**config.mk**
```make
export PLATFORM = sky130hd
export DESIGN_NAME = plr_divider
export DESIGN_NICKNAME = d
export VERILOG_FILES = /design/src/rtl/plr_pkg.sv /design/src/rtl/plr_divider.sv
export SDC_FILE = /design/constraint.sdc
export NUM_CORES = 1
export LEC_CHECK = 0
export ABC_AREA = 1
export BUFFER_PORTS_ARGS = -buffer_cell sky130_fd_sc_hd__buf_2
export CAP_MARGIN = 5
export CORE_MARGIN = 4
export CORE_UTILIZATION = 25
export DETAILED_ROUTE_END_ITERATION = 10
export GPL_ROUTABILITY_DRIVEN = 0
export PLACE_DENSITY = 0.39
export SETUP_SLACK_MARGIN = 0.3
export SLEW_MARGIN = 20
export SYNTH_ARGS = -nofsm -noshare
export SYNTH_HDL_FRONTEND = slang
export SYNTH_SLANG_ARGS = --single-unit
```
**constraint.sdc**
```tcl
create_clock -name clk -period 2.9 [get_ports clk]
set_input_delay 0 -clock clk [delete_from_list [all_inputs] [get_ports clk]]
set_output_delay 0 -clock clk [all_outputs]
set_load 0.1 [all_outputs]
```
**src/rtl/plr_pkg.sv**
```systemverilog
package plr_pkg;

	// Geometry of the point store.
	localparam int MAX_POINTS = 16;
	localparam int CHANNELS = 4;
	localparam int PTR_W = $clog2(MAX_POINTS);
	localparam int NCNT_W = PTR_W + 1;

	// Sample grid: index i stands for abscissa i / SAMPLE_COUNT.
	localparam int SAMPLE_COUNT = 256;
	localparam int ONE_Q16 = 65536;
	localparam int STEP = ONE_Q16 / SAMPLE_COUNT;

	// Field widths.
	localparam int X_W = 17;
	localparam int Y_W = 18;
	localparam int IDX_W = 8;
	localparam int CNT_W = 5;
	localparam int CH_W = 2;
	localparam int SLOT_W = 4;
	localparam int OUT_W = 8;
	localparam int FRAC_W = 16;

	// Datapath widths.
	localparam int D_W = X_W + 1;
	localparam int DY_W = Y_W + 1;
	localparam int P0_W = Y_W + X_W + 1;
	localparam int P1_W = DY_W + D_W;
	localparam int SUM_W = P1_W + 1;
	localparam int NUM_W = SUM_W + OUT_W;
	localparam int REM_W = X_W + FRAC_W + OUT_W;

	// One quotient bit per divider stage.
	localparam int DIV_STEPS = OUT_W;
	// Search, read, four interpolation stages, classify, then the divider.
	localparam int PIPE_DEPTH = 7 + DIV_STEPS;

	localparam logic OP_LOAD = 1'b0;
	localparam logic OP_SAMPLE = 1'b1;

	localparam int CH_RED = 0;
	localparam int CH_GREEN = 1;
	localparam int CH_BLUE = 2;
	localparam int CH_ALPHA = 3;

	localparam logic [CNT_W-1:0] COUNT_RST [CHANNELS] = '{5'd3, 5'd3, 5'd3, 5'd2};

	typedef struct packed {
		logic signed [Y_W-1:0] y;
		logic [X_W-1:0] x;
	} point_t;

	// The two end points of the chosen segment.
	typedef struct packed {
		logic vld;
		point_t p0;
		point_t p1;
	} pair_t;

	// Fraction num / (den * 2^16) that still has to be floored and clamped.
	typedef struct packed {
		logic vld;
		logic signed [NUM_W-1:0] num;
		logic [X_W-1:0] den;
	} frac_t;

	function automatic logic [X_W-1:0] sample_abscissa(input logic [IDX_W-1:0] idx);
		return X_W'(32'(idx) * STEP);
	endfunction

endpackage

```
**src/rtl/plr_divider.sv**
```systemverilog
module plr_divider (
	input logic clk,
	input logic arst_n,
	input plr_pkg::frac_t frac_s6,
	output logic vld_out,
	output logic [plr_pkg::OUT_W-1:0] value
);

	logic neg;
	logic hi;
	logic [plr_pkg::NUM_W-1:0] limit;

	// Index 0 is the classify stage, index i the result of quotient step i.
	logic vld_s [plr_pkg::DIV_STEPS+1];
	logic done_s [plr_pkg::DIV_STEPS+1];
	logic [plr_pkg::REM_W-1:0] rem_s [plr_pkg::DIV_STEPS+1];
	logic [plr_pkg::OUT_W-1:0] quo_s [plr_pkg::DIV_STEPS+1];
	logic [plr_pkg::X_W-1:0] den_s [plr_pkg::DIV_STEPS+1];

	// Negative values clamp to zero, and anything at or past 256 times the
	// denominator clamps to full scale; only the rest needs quotient bits.
	always_comb begin
		limit = plr_pkg::NUM_W'(frac_s6.den) << (plr_pkg::FRAC_W + plr_pkg::OUT_W);
		neg = frac_s6.num[plr_pkg::NUM_W-1];
		hi = !neg && (unsigned'(frac_s6.num) >= limit);
	end

	always_ff @(posedge clk) begin
		rem_s[0] <= frac_s6.num[plr_pkg::REM_W-1:0];
		quo_s[0] <= hi ? '1 : '0;
		done_s[0] <= neg || hi;
		den_s[0] <= frac_s6.den;
	end

	always_ff @(posedge clk or negedge arst_n) begin
		if (!arst_n) begin
			vld_s[0] <= 1'b0;
		end else begin
			vld_s[0] <= frac_s6.vld;
		end
	end

	for (genvar i = 0; i < plr_pkg::DIV_STEPS; i++) begin : g_step
		localparam int SH = plr_pkg::FRAC_W + plr_pkg::DIV_STEPS - 1 - i;
		logic [plr_pkg::REM_W:0] cand;
		logic take;

		assign cand = {1'b0, rem_s[i]} - {1'b0, plr_pkg::REM_W'(den_s[i]) << SH};
		assign take = !done_s[i] && !cand[plr_pkg::REM_W];

		always_ff @(posedge clk) begin
			rem_s[i+1] <= take ? cand[plr_pkg::REM_W-1:0] : rem_s[i];
			quo_s[i+1] <= take ? (quo_s[i] | (plr_pkg::OUT_W'(1) << (plr_pkg::DIV_STEPS - 1 - i)))
				: quo_s[i];
			done_s[i+1] <= done_s[i];
			den_s[i+1] <= den_s[i];
		end

		always_ff @(posedge clk or negedge arst_n) begin
			if (!arst_n) begin
				vld_s[i+1] <= 1'b0;
			end else begin
				vld_s[i+1] <= vld_s[i];
			end
		end
	end

	assign vld_out = vld_s[plr_pkg::DIV_STEPS];
	assign value = quo_s[plr_pkg::DIV_STEPS];

endmodule

```
After elaboration in Yosys (flattened, before gate mapping) --
Memories as Yosys holds them, arrays and structs flattened. Cells that the tools add are included.
Word-level totals: register bits 9, memory bits (writable) 603, output and inout bits 9, logic and storage cells 66, memories 4, bits of input ports 66
Cells by class: reductions and logical operators 27, mux-type cells 17, magnitude comparators 1, add/subtract/negate cells 8
Memory list:
- rem_s | words 9, bits a word 41, rd ports 8, clocked after Yosys merged registers in 0, wr ports 9, RTL line plr_divider.sv:16 | logic [plr_pkg::REM_W-1:0] rem_s [plr_pkg::DIV_STEPS+1];
- den_s | words 9, bits a word 17, rd ports 8, clocked after Yosys merged registers in 0, wr ports 9, RTL line plr_divider.sv:18 | logic [plr_pkg::X_W-1:0] den_s [plr_pkg::DIV_STEPS+1];
- quo_s | words 9, bits a word 8, rd ports 9, clocked after Yosys merged registers in 0, wr ports 9, RTL line plr_divider.sv:17 | logic [plr_pkg::OUT_W-1:0] quo_s [plr_pkg::DIV_STEPS+1];
- done_s | words 9, bits a word 1, rd ports 8, clocked after Yosys merged registers in 0, wr ports 9, RTL line plr_divider.sv:15 | logic done_s [plr_pkg::DIV_STEPS+1];
Operators by type and width (count):
- two-way mux 41 bit | 8
- >= comparator 46 x 41 -> 1 bit | 1
- subtractor 41 x 33 -> 42 bit | 1
- subtractor 41 x 34 -> 42 bit | 1
- subtractor 41 x 35 -> 42 bit | 1
- subtractor 41 x 36 -> 42 bit | 1
- subtractor 41 x 37 -> 42 bit | 1
- subtractor 41 x 38 -> 42 bit | 1
- subtractor 41 x 39 -> 42 bit | 1
- subtractor 41 x 40 -> 42 bit | 1
- logical NOT 1 bit | 17
- two-way mux 8 bit | 2
- logical AND 1 bit | 9
- two-way mux 7 bit | 1
- two-way mux 6 bit | 1
- two-way mux 5 bit | 1
- two-way mux 4 bit | 1
- two-way mux 3 bit | 1
- two-way mux 2 bit | 1
- logical OR 1 bit | 1
- two-way mux 1 bit | 1

Depth between registers and ports, before layout --
An unclocked memory read counts as a cell.
depth in word-level cells 5, gate-level depth with buffers 16, depth with buffers taken out 14

Worst setup path after synthesis --
Ideal clock, no wire load.
path kind reg-to-reg, from mem rem_s[0][263] (netlist bit), to mem rem_s[0][323] (netlist bit), setup time 116 ps, data required time 2784 ps, arrival time 1903 ps, period minus slack after synthesis 2019 ps, buffers on the path 1, path slack 881 ps, stages on the path, launching flop included 14, cell sequence dfxtp_1 > inv_1 > ha_1 > fa_1 > nand3b_1 > nand2_2 > nand2_1 > nand2_2 > nand2_1 > nand2_2 > nand2_4 > buf_6 > o21bai_2 > nand2_1
RTL lines (RTL line):
- from (decl) | plr_divider.sv:16

==> results.sh <==
export IMPL_async_flop_share=0.0227
export IMPL_r2r_cells=12
export IMPL_grt_pass1_vias=18700
export IMPL_path_max_fanout=24
export IMPL_cts_setup_buffers=0
export IMPL_worstPathCellList="inv_1, ha_1, fa_1, inv_1, nand3_1, nand3_1, nand4_1, nand3_1, nand2_2, buf_4, nand2_1, nand2_1"
export IMPL_cts_tree="built"
export IMPL_avgSynthCellArea_sq_um=6.78
export IMPL_slowest_delay_ns=0.40
export IMPL_hp_start="frac_s6[63]"
export IMPL_endpoint_kind="flip-flop"
export IMPL_drt_total_wl_mm=60.9
export IMPL_required_ns=3.36
export IMPL_power_share_clock=0.427
export IMPL_ios=75
export IMPL_finalCritPeriodShare=0.813
export IMPL_skew_ns=0.0244
export IMPL_fmax_ghz=0.424
export IMPL_synthCells=3043
export IMPL_final_max_slew_viol_count=0
export IMPL_critPathTopFamily="simple AND/OR/NAND/NOR gates"
export IMPL_r2r_end="rem_s[0][157]$_DFF_P_"
export IMPL_final_cell_mix="nand2_1, inv_1, dfxtp_1"
export IMPL_clk_latency_ns=0.59
export IMPL_cts_buffer_depth=3
export IMPL_hold_depth=2
export IMPL_clockRootBuffer="clkbuf_16"
export IMPL_cts_buffers=52
export IMPL_synthesis_nets=3268
export IMPL_ant_nets=0
export IMPL_grt_max_degree=37
export IMPL_yosys_most_used_dff="dfxtp_1"
export IMPL_min_to="vld_s[8]$_DFF_PN0_"
export IMPL_worst_pin_slew_ns=0.532
export IMPL_drive_above_1_share=0.0730
export IMPL_final_setup_viol_count=0
export IMPL_drc_errors=0
export IMPL_rsz0062_at_grt="false"
export IMPL_relSlewSlack=0.641
export IMPL_antenna_found_initial=0
export IMPL_final_nets=3428
export IMPL_multi_input_area_sq_um=10200
export IMPL_status="completed"
export IMPL_grt_ovfl_total=0
export IMPL_cp_arrival_ns=2.82
export IMPL_diodes=0
export IMPL_crit_type="reg -> reg"
export IMPL_r2r_start="rem_s[0][103]$_DFF_P_"
export IMPL_dp_slack_ns=0.485
export IMPL_core_region_area_sq_um=82000
export IMPL_drt_iter0_markers=454
export IMPL_clkTransAtPathRegs_ns=0.06
export IMPL_fill_cells=9196
export IMPL_port_buffers=74
export IMPL_hold_path_class="in -> reg"
export IMPL_peakVddDrop_mv=0.384
export IMPL_critPathBufInv=3
export IMPL_numClockSinks=397
export IMPL_final_common_cell="nand2_1"
export IMPL_cp_slowest_cell="fa_1"
export IMPL_grt_pass1_wl_mm=97.3
export IMPL_synth_cell_type_count=40
export IMPL_swShare=0.298
export IMPL_dieArea_sq_um=87100
export IMPL_finalCriticalPeriod_ns=2.36
export IMPL_power_frac_seq=0.385
export IMPL_ys_ff_latch=397
export IMPL_p_int_mw=11.1
export IMPL_viasPerCell=4.08
export IMPL_cap_violations=0
export IMPL_combPwrFrac=0.187
export IMPL_startpoint_type="flip-flop"
export IMPL_die_h_um=295
export IMPL_num_rows=105
export IMPL_finalSetupTns_ns=0
export IMPL_htree_levels=2
export IMPL_wl_per_cell_um=14.1
export IMPL_hold_violations=0
export IMPL_synth_edff_count=0
export IMPL_vias=17600
export IMPL_syn_area_sq_um=20600
export IMPL_syn_to_final_growth_pct=18.9
export IMPL_gr_usage_all_layers=0.142
export IMPL_first_pass_iters=5
export IMPL_yosysSeqAreaShare=0.388
export IMPL_cpMostUsedCell="nand3_1"
export IMPL_start_util=0.252
export IMPL_yosys_warnings=0
export IMPL_p_leak_nw=13.2
export IMPL_worst_slack_ns=0.541
export IMPL_final_util=0.299
export IMPL_p_switching_mw=4.72
export IMPL_regArea_sq_um=7990
export IMPL_r2r_setup_slack_ns=0.54
export IMPL_p_per_area_nw_per_um2=645
export IMPL_place_hpwl_mm=50.7
export IMPL_die_w_um=295
-- how the worst max path moves through the flow --
stage                            end  slack (ns)                  start  cells past startpoint
4_1_cts        rem_s[0][156]$_DFF_P_        0.48  rem_s[0][103]$_DFF_P_                     12
6_report       rem_s[0][157]$_DFF_P_        0.54  rem_s[0][103]$_DFF_P_                     12
3_5_place_dp   rem_s[0][327]$_DFF_P_        0.48  rem_s[0][263]$_DFF_P_                     12
5_1_grt        rem_s[0][161]$_DFF_P_        0.30  rem_s[0][103]$_DFF_P_                     12
3_3_place_gp   rem_s[0][321]$_DFF_P_        0.54  rem_s[0][263]$_DFF_P_                     12
2_1_floorplan  rem_s[0][323]$_DFF_P_        0.88  rem_s[0][263]$_DFF_P_                     13
-- Yosys cell counts (6+ instances only) --
cell | instances | area, sq um
a21oi_1 | 81 | 405
and2_1 | 8 | 50.1
buf_2 | 7 | 35.0
buf_4 | 10 | 75.1
buf_6 | 16 | 180
dfrtp_1 | 9 | 225
dfxtp_1 | 388 | 7770
fa_1 | 7 | 140
ha_1 | 152 | 1900
inv_1 | 545 | 2050
inv_2 | 12 | 45.0
nand2_1 | 1161 | 4360
nand2_2 | 11 | 68.8
nand3_1 | 167 | 836
nand4_1 | 24 | 150
nor2_1 | 240 | 901
nor2_2 | 9 | 56.3
nor3_1 | 13 | 65.1
o21ai_0 | 45 | 225
o21ai_1 | 26 | 130
o21ai_2 | 6 | 52.6
o21bai_1 | 6 | 45.0
xnor2_1 | 39 | 342
xor2_1 | 23 | 201
-- final cells by class --
type / instances / share of cell area
Clock buffer: 67 / 0.0582
Clock inverter: 29 / 0.0161
Inverter: 558 / 0.0855
Multi-Input combinational cell: 2054 / 0.418
Sequential cell: 397 / 0.326
Tap cell: 1070 / 0.0546
Timing Repair Buffer: 140 / 0.0414
-- timing repair --
action / 4_1_cts / 5_1_grt
hold buffers: 50 / 0
resized for setup: 0 / 1
endpoints found under the hold margin: 54 / 0
setup endpoints to repair: 0 / 7
-- state kept, by name, summed over array words and instances (netlist names) --
name     count
den_s      136
rem_s      200
done_s       8
vld_s        8
quo_s       44
vld_out      1
-- per-layer routing --
layer	vias to the layer above	track usage	routed length [um]
met5	-	0	0
met4	0	0.0667	3160
met1	7696	0.147	24100
li1	9541	-	-
met3	149	0.0186	1560
met2	225	0.280	32100
-- stage by stage --
step / total power, mW / cell area [sq um] / hold WS [ns] / cells
2_1_floorplan: 8.26 / 20600 / -0.296 / 3043
3_3_place_gp: 9.19 / 22200 / -0.142 / 4169
3_5_place_dp: 9.17 / 22200 / -0.139 / 4169
4_1_cts: 16.2 / 24500 / 0.000597 / 4315
5_1_grt: 16.8 / 24500 / 0.0309 / 4315
6_report: 15.8 / 24500 / 0.0507 / 4315
-- worst reg2reg max path, delay by kind of cell, from the launching register on --
family	cells	cell delay [ns]
buffers and inverters	3	0.42
adders and majority gates	2	0.62
DFF	1	0.33
and+or+nand+nor	7	0.86
-- cells by family (layout without fill, tap and decap cells) --
logic type                 Yosys count  in the layout  synth area share
DFF                                397            397             0.388
xor gates and xnor gates            62             62            0.0263
buffers and inverters              592            794             0.116
and+or+nand+nor                   1654           1654             0.323
adders and majority gates          159            159            0.0990
AOI/OAI and AO/OA                  179            179            0.0480
-- power by group through the flow --
stage / Clock, mW / Combinational (mW) / Sequential [mW]
floorplan: 0 / 2.17 / 6.09
global placement: 0 / 2.96 / 6.23
detailed placement: 0 / 2.95 / 6.22
CTS: 7.06 / 3.01 / 6.10
global route: 7.24 / 3.41 / 6.14
finish: 6.75 / 2.96 / 6.09
Note: power is estimated with default switching activity, not from simulation.
