## src/rtl/plr_pkg.sv

```systemverilog
package plr_pkg;

	// Geometry of the point store.
	localparam int MAX_POINTS = 16;
	localparam int CHANNELS = 4;
	localparam int PTR_W = $clog2(MAX_POINTS);
	localparam int NCNT_W = PTR_W + 1;

	// Sample grid: index i stands for abscissa i / SAMPLE_COUNT.
	localparam int SAMPLE_COUNT = 256;
	localparam int ONE_Q16 = 65536;
	localparam int STEP = ONE_Q16 / SAMPLE_COUNT;

	// Field widths.
	localparam int X_W = 17;
	localparam int Y_W = 18;
	localparam int IDX_W = 8;
	localparam int CNT_W = 5;
	localparam int CH_W = 2;
	localparam int SLOT_W = 4;
	localparam int OUT_W = 8;
	localparam int FRAC_W = 16;

	// Datapath widths.
	localparam int D_W = X_W + 1;
	localparam int DY_W = Y_W + 1;
	localparam int P0_W = Y_W + X_W + 1;
	localparam int P1_W = DY_W + D_W;
	localparam int SUM_W = P1_W + 1;
	localparam int NUM_W = SUM_W + OUT_W;
	localparam int REM_W = X_W + FRAC_W + OUT_W;

	// One quotient bit per divider stage.
	localparam int DIV_STEPS = OUT_W;
	// Search, read, four interpolation stages, classify, then the divider.
	localparam int PIPE_DEPTH = 7 + DIV_STEPS;

	localparam logic OP_LOAD = 1'b0;
	localparam logic OP_SAMPLE = 1'b1;

	localparam int CH_RED = 0;
	localparam int CH_GREEN = 1;
	localparam int CH_BLUE = 2;
	localparam int CH_ALPHA = 3;

	localparam logic [CNT_W-1:0] COUNT_RST [CHANNELS] = '{5'd3, 5'd3, 5'd3, 5'd2};

	typedef struct packed {
		logic signed [Y_W-1:0] y;
		logic [X_W-1:0] x;
	} point_t;

	// The two end points of the chosen segment.
	typedef struct packed {
		logic vld;
		point_t p0;
		point_t p1;
	} pair_t;

	// Fraction num / (den * 2^16) that still has to be floored and clamped.
	typedef struct packed {
		logic vld;
		logic signed [NUM_W-1:0] num;
		logic [X_W-1:0] den;
	} frac_t;

	function automatic logic [X_W-1:0] sample_abscissa(input logic [IDX_W-1:0] idx);
		return X_W'(32'(idx) * STEP);
	endfunction

endpackage

```

## src/rtl/plr_lerp.sv

```systemverilog
module plr_lerp (
	input logic clk,
	input logic arst_n,
	input plr_pkg::pair_t pair_s2,
	input logic [plr_pkg::IDX_W-1:0] idx_s2,
	output plr_pkg::frac_t frac_s6
);

	logic signed [plr_pkg::D_W-1:0] x0s;
	logic signed [plr_pkg::D_W-1:0] x1s;
	logic signed [plr_pkg::D_W-1:0] ts;
	logic signed [plr_pkg::D_W-1:0] d_fwd;
	logic signed [plr_pkg::D_W-1:0] d_rev;
	logic signed [plr_pkg::D_W-1:0] m_fwd;
	logic signed [plr_pkg::D_W-1:0] m_rev;
	logic flip;

	logic vld_s3, vld_s4, vld_s5, vld_s6;
	logic [plr_pkg::X_W-1:0] dabs_s3;
	logic signed [plr_pkg::D_W-1:0] m_s3;
	logic signed [plr_pkg::DY_W-1:0] dy_s3;
	logic signed [plr_pkg::Y_W-1:0] y0_s3;
	logic zero_s3;

	logic signed [plr_pkg::P0_W-1:0] p0_s4;
	logic signed [plr_pkg::P1_W-1:0] p1_s4;
	logic signed [plr_pkg::Y_W-1:0] y0_s4;
	logic zero_s4;
	logic [plr_pkg::X_W-1:0] den_s4;

	logic signed [plr_pkg::SUM_W-1:0] sum_s5;
	logic [plr_pkg::X_W-1:0] den_s5;

	logic signed [plr_pkg::NUM_W-1:0] num_s6;
	logic [plr_pkg::X_W-1:0] den_s6;

	// Both directions are formed at once so that the sign flip is only a select.
	always_comb begin
		x0s = signed'({1'b0, pair_s2.p0.x});
		x1s = signed'({1'b0, pair_s2.p1.x});
		ts = signed'({1'b0, plr_pkg::sample_abscissa(idx_s2)});
		d_fwd = x1s - x0s;
		d_rev = x0s - x1s;
		m_fwd = ts - x0s;
		m_rev = x0s - ts;
		flip = d_fwd[plr_pkg::D_W-1];
	end

	always_ff @(posedge clk) begin
		dabs_s3 <= flip ? d_rev[plr_pkg::X_W-1:0] : d_fwd[plr_pkg::X_W-1:0];
		m_s3 <= flip ? m_rev : m_fwd;
		dy_s3 <= plr_pkg::DY_W'(pair_s2.p1.y) - plr_pkg::DY_W'(pair_s2.p0.y);
		y0_s3 <= pair_s2.p0.y;
		zero_s3 <= (pair_s2.p0.x == pair_s2.p1.x);

		p0_s4 <= y0_s3 * signed'({1'b0, dabs_s3});
		p1_s4 <= dy_s3 * m_s3;
		y0_s4 <= y0_s3;
		zero_s4 <= zero_s3;
		den_s4 <= zero_s3 ? plr_pkg::X_W'(1) : dabs_s3;

		// A zero-width segment gives its start value over a unit width.
		sum_s5 <= zero_s4 ? plr_pkg::SUM_W'(y0_s4)
			: plr_pkg::SUM_W'(p0_s4) + plr_pkg::SUM_W'(p1_s4);
		den_s5 <= den_s4;

		// Times 255, written as 256x - x.
		num_s6 <= (plr_pkg::NUM_W'(sum_s5) <<< plr_pkg::OUT_W) - plr_pkg::NUM_W'(sum_s5);
		den_s6 <= den_s5;
	end

	always_ff @(posedge clk or negedge arst_n) begin
		if (!arst_n) begin
			vld_s3 <= 1'b0;
			vld_s4 <= 1'b0;
			vld_s5 <= 1'b0;
			vld_s6 <= 1'b0;
		end else begin
			vld_s3 <= pair_s2.vld;
			vld_s4 <= vld_s3;
			vld_s5 <= vld_s4;
			vld_s6 <= vld_s5;
		end
	end

	assign frac_s6 = '{vld: vld_s6, num: num_s6, den: den_s6};

endmodule

```

## config.mk

```make
export PLATFORM = sky130hd
export DESIGN_NAME = plr_lerp
export DESIGN_NICKNAME = d
export VERILOG_FILES = /design/src/rtl/plr_pkg.sv /design/src/rtl/plr_lerp.sv
export SDC_FILE = /design/constraint.sdc
export NUM_CORES = 2
export LEC_CHECK = 0
export ABC_AREA = 1
export BUFFER_PORTS_ARGS = -buffer_cell sky130_fd_sc_hd__clkbuf_2
export CORE_MARGIN = 4
export CORE_UTILIZATION = 45
export DETAILED_ROUTE_END_ITERATION = 7
export MAX_ROUTING_LAYER = met4
export PLACE_DENSITY = 0.66
export SKIP_LAST_GASP = 1
export SYNTH_ARGS = -nofsm -noshare
export SYNTH_HDL_FRONTEND = slang
export SYNTH_SLANG_ARGS = --single-unit
```

## constraint.sdc

```tcl
create_clock -name clk -period 6.5 [get_ports clk]
set_input_delay 1.3 -clock clk [delete_from_list [all_inputs] [get_ports clk]]
set_output_delay 1.3 -clock clk [all_outputs]
set_load 0.005 [all_outputs]
```

Yosys cells after proc, flatten, opt, wreduce, memory -nomap -nowiden
Cells that the tools add are included.
{"block": "totals", "output_inout_bits": 64, "inputBits": 81, "word_cells": 31, "reg_bits": 304}
{"block": "classes", "eq_ne": 1, "mux": 3, "add_sub_neg": 7, "multipliers": 2}
{"op": "subtractor 46 x 38 -> 46 bit", "n": 1}
{"op": "adder 36 x 37 -> 38 bit", "n": 1}
{"op": "2-to-1 mux 38 bit", "n": 1}
{"op": "multiplier 19 x 18 -> 37 bit", "n": 1}
{"op": "multiplier 18 x 18 -> 36 bit", "n": 1}
{"op": "subtractor 18 x 18 -> 19 bit", "n": 1}
{"op": "2-to-1 mux 18 bit", "n": 1}
{"op": "subtractor 16 x 17 -> 18 bit", "n": 1}
{"op": "subtractor 17 x 16 -> 18 bit", "n": 1}
{"op": "subtractor 17 x 17 -> 18 bit", "n": 1}
{"op": "== test 17 bit", "n": 1}
{"op": "2-to-1 mux 17 bit", "n": 1}
{"op": "subtractor 17 bit", "n": 1}

Longest topological paths before layout
{"block": "logic_depth", "depth_word": 2, "ltp_mapped": 28, "depth_no_buf": 26}

Least setup slack after synthesis
OpenSTA, ideal clock, no wires.
{"block": "synth_timing", "path_type": "register to register", "from": "reg dy_s3[18] (netlist name)", "to": "reg p1_s4[33] (netlist name)", "synth_period_minus_slack_ps": 5673, "required_time_ps": 6388, "setup_slack_ps": 827, "setup_time_ps": 112, "stages_incl_launch_ff": 22, "arrival_time_ps": 5561, "path_buffers": 2, "path_cell_list": "dfxtp_1 > clkbuf_1 > clkbuf_1 > nand2_1 > inv_1 > fa_1 > fa_1 > fa_1 > fa_1 > fa_1 > inv_1 > fa_1 > inv_1 > ha_1 > a21oi_1 > o21ai_0 > a21oi_1 > o21ai_0 > a21oi_1 > nand2_1 > nand2_1 > nand2_1"}
{"block": "synth_via", "elab_chain_len": 1}
{"item": "start, declared", "line_no": "plr_lerp.sv:21", "text": "logic signed [plr_pkg::DY_W-1:0] dy_s3;"}
{"item": "start signal, assigned", "line_no": "plr_lerp.sv:52", "text": "dy_s3 <= plr_pkg::DY_W'(pair_s2.p1.y) - plr_pkg::DY_W'(pair_s2.p0.y);"}
{"item": "multiplier 19 x 18 -> 37 bit", "line_no": "plr_lerp.sv:57", "text": "p1_s4 <= dy_s3 * m_s3;"}
{"item": "end signal, assigned", "line_no": "plr_lerp.sv:57"}
{"item": "end, declared", "line_no": "plr_lerp.sv:26", "text": "logic signed [plr_pkg::P1_W-1:0] p1_s4;"}
No other way between the ends.
A chain may end at the register's enable or synchronous reset.

Final worst setup path
{"block": "layout_timing", "from": "reg dy_s3[18] (netlist name)", "to": "reg p1_s4[34] (netlist name)"}
Same word-level chain as after synthesis.

==> impl_metrics.env <==
export IMPL_clk_path_buf_depth=3
export IMPL_syn_area_mm2=0.0423
export IMPL_cp_startpoint="dy_s3[18]"
export IMPL_htreeDepth=2
export IMPL_ys_seq_area_share_pct=14.4
export IMPL_yosysUniqueCellTypes=56
export IMPL_multiInputGateArea_mm2=0.0298
export IMPL_cts_sinks=304
export IMPL_clk_latency_ps=580
export IMPL_ctsHoldBuffers=0
export IMPL_worstPathRequired_ps=6950
export IMPL_crit_top_cell="fa_1"
export IMPL_drtAntennaViolNets=0
export IMPL_layout_min_cycle_time_ps=6030
export IMPL_gp_congestion=0.995
export IMPL_track_usage_pct=25.7
export IMPL_cts_tree="done"
export IMPL_r2r_start="dy_s3[18]"
export IMPL_synth_edff_count=0
export IMPL_overflow=0
export IMPL_setup_ws_ps=474
export IMPL_io_buffers=144
export IMPL_maxSlewViolCount=0
export IMPL_arrival_ps=6470
export IMPL_vias=34700
export IMPL_synth_top_cell_area_share_pct=31.3
export IMPL_drive_above_1_share_pct=5.96
export IMPL_cts_resized=0
export IMPL_cts_root_buf="clkbuf_16"
export IMPL_yosysWarningCount=0
export IMPL_coreArea_mm2=0.0932
export IMPL_synth_mux_area_share_pct=0
export IMPL_async_flop_share_pct=1.32
export IMPL_route_detailed_drc=0
export IMPL_die_height_um=314
export IMPL_crit_path_max_incr_delay_ps=820
export IMPL_synth_top_family_by_area="adder cells"
export IMPL_critPathKind="reg -> reg"
export IMPL_fin_nets=6865
export IMPL_clock_skew_ps=25.3
export IMPL_numCtsBuffers=38
export IMPL_status="completed"
export IMPL_post_cts_setup_buffer_count=0
export IMPL_netlist_instances=5704
export IMPL_drv_cap=0
export IMPL_syn_to_final_growth_pct=8.44
export IMPL_ff2ff_setup_slack_ps=470
export IMPL_crit_path_cell_trace="nand2_1 > inv_1 > fa_1 > fa_1 > fa_1 > fa_1 > fa_1 > inv_1 > fa_1 > inv_1 > ha_1 > a21oi_1 > o21ai_0 > nand2_1 > nand3_1 > a21oi_1 > nand2_1 > xor2_1"
export IMPL_endpoint="p1_s4[34]"
export IMPL_finalSetupViolations=0
export IMPL_rsz0062_at_grt="yes"
export IMPL_grt_max_degree=47
export IMPL_die_x_um=314
export IMPL_synth_xor_area_share_pct=3.17
export IMPL_yosysTopAreaCell="fa_1"
export IMPL_ys_flop_type="dfxtp_1"
export IMPL_worstPathMaxFanout=18
export IMPL_io_pins=145
export IMPL_fmax_mhz=166
export IMPL_final_seq_area_mm2=0.00611
export IMPL_synth_compound_area_share_pct=6.01
export IMPL_initial_core_util_pct=45.4
export IMPL_ff2ff_path_depth=18
export IMPL_drtIter0Drc=2140
export IMPL_period_share_pct=92.7
export IMPL_via_per_inst=4.90
export IMPL_rows=112
export IMPL_hold_path_class="reg -> reg"
export IMPL_synth_simple_area_share_pct=20.3
export IMPL_wl_um=121000
export IMPL_syn_avg_cell_area_um2=7.41
export IMPL_synthTopCellsByArea="fa_1, dfxtp_1, inv_1"
export IMPL_yosysMostFrequentCell="inv_1"
export IMPL_r2r_end="p1_s4[34]"
export IMPL_cp_start_kind="flop"
export IMPL_grt_antenna_before_repair=3
export IMPL_die_area_mm2=0.0989
export IMPL_endpoint_kind="flop"
export IMPL_slowest_stage="fa_1"
export IMPL_pre_cts_slack_ps=283
export IMPL_wire_per_inst_um=17.1
export IMPL_synthAdderAreaFrac_pct=41.0
export IMPL_hold_viol=0
export IMPL_tightest_slew_ps=1210
export IMPL_drtPass1Iterations=7
export IMPL_clkTransAtPathRegs_ps=70
export IMPL_synth_top_cells_by_count="inv_1, nand2_1, fa_1"
export IMPL_grt_pass1_vias=36200
export IMPL_dp_hpwl_um=105000
export IMPL_synth_seq_cells=304
export IMPL_grt_pass1_wl_um=195000
export IMPL_fillers=9307
export IMPL_synth_fp_nets=6773
export IMPL_slew_headroom_pct=18.5
==> cell usage in the layout (no fill, tap or decap), drive strengths merged, types with 15 or more instances in the layout <==
cell	instances
inv	1508
nand2	1490
fa	661
nor2	335
ha	327
dfxtp	300
a21oi	213
clkbuf	190
nand3	166
o21ai	141
xor2	108
buf	84
nand4	48
xnor2	45
nor3	40
o21bai	31
or2	24
a21o	19
o21a	15
==> flip-flops by register name (all words and copies together) (netlist names), 17 cells and up <==
register and cells:
den_s4 17, dabs_s3 17, m_s3 18, num_s6 46
sum_s5 38, dy_s3 19, den_s6 17, y0_s4 18
p0_s4 36, den_s5 17, p1_s4 37, y0_s3 18
==> how the worst min path moves through the flow <==
stage / from / endpoint / slack, ps / depth (start not counted)
global route: den_s4[12] / den_s5[12] / 320 / 0
global placement: den_s4[15] / den_s5[15] / 310 / 0
CTS: den_s4[12] / den_s5[12] / 320 / 0
finish: den_s4[12] / den_s5[12] / 330 / 0
floorplan: den_s4[0] / den_s5[0] / 310 / 0
detailed placement: den_s4[0] / den_s5[0] / 310 / 0
==> layout make-up <==
| type | count | area share, % |
|---|---|---|
| multi-input cells | 3719 | 65.0 |
| well taps | 1254 | 3.42 |
| diodes | 3 | 0.0164 |
| clock buffers | 46 | 2.25 |
| flip-flops and latches | 304 | 13.3 |
| inverters | 1505 | 12.3 |
| repair buffers | 228 | 2.95 |
| clock inverters | 23 | 0.756 |
==> critical path: cells and delay by family, from the launching register on <==
kind | cells | cell delay, ps
AO/OA/AOI/OAI | 3 | 590
XOR/XNOR | 1 | 140
adder cells (fa/ha/maj) | 7 | 3750
buffers and inverters | 3 | 240
flip-flops | 1 | 690
AND/OR/NAND/NOR | 4 | 470
==> metal layers <==
| metal | vias to the layer above | part of all wire (%) | routed length, um | global-route usage [%] |
|---|---|---|---|---|
| met5 | - | 0 | 0 | - |
| met4 | 0 | 4.3 | 5190 | 9.09 |
| met3 | 248 | 5.9 | 7110 | 2.99 |
| met2 | 1066 | 47 | 56500 | 42.5 |
| met1 | 16500 | 43 | 52100 | 32.8 |
| li1 | 16900 | - | - | - |
==> kinds of logic after synthesis <==
group	after synthesis
buffers and inverters	1681
AOI/OAI and AO/OA	451
and+or+nand+nor	2127
adders and majority gates	988
xor gates and xnor gates	153
DFF	304
==> per-stage QoR <==
stage,hold WS (ps),instances,util (%),instance area [um2],TNS (ps)
floorplan,310,5704,-,42300,0
global placement,311,7010,47.7,44500,0
detailed placement,312,7010,47.7,44500,0
finish,326,7082,49.2,45800,0
CTS,324,7079,49.2,45800,0
global route,324,7080,49.2,45800,-96.9
Power is not shown: default switching activity piles up to over one toggle a cycle in this logic, so the estimate is an artifact.
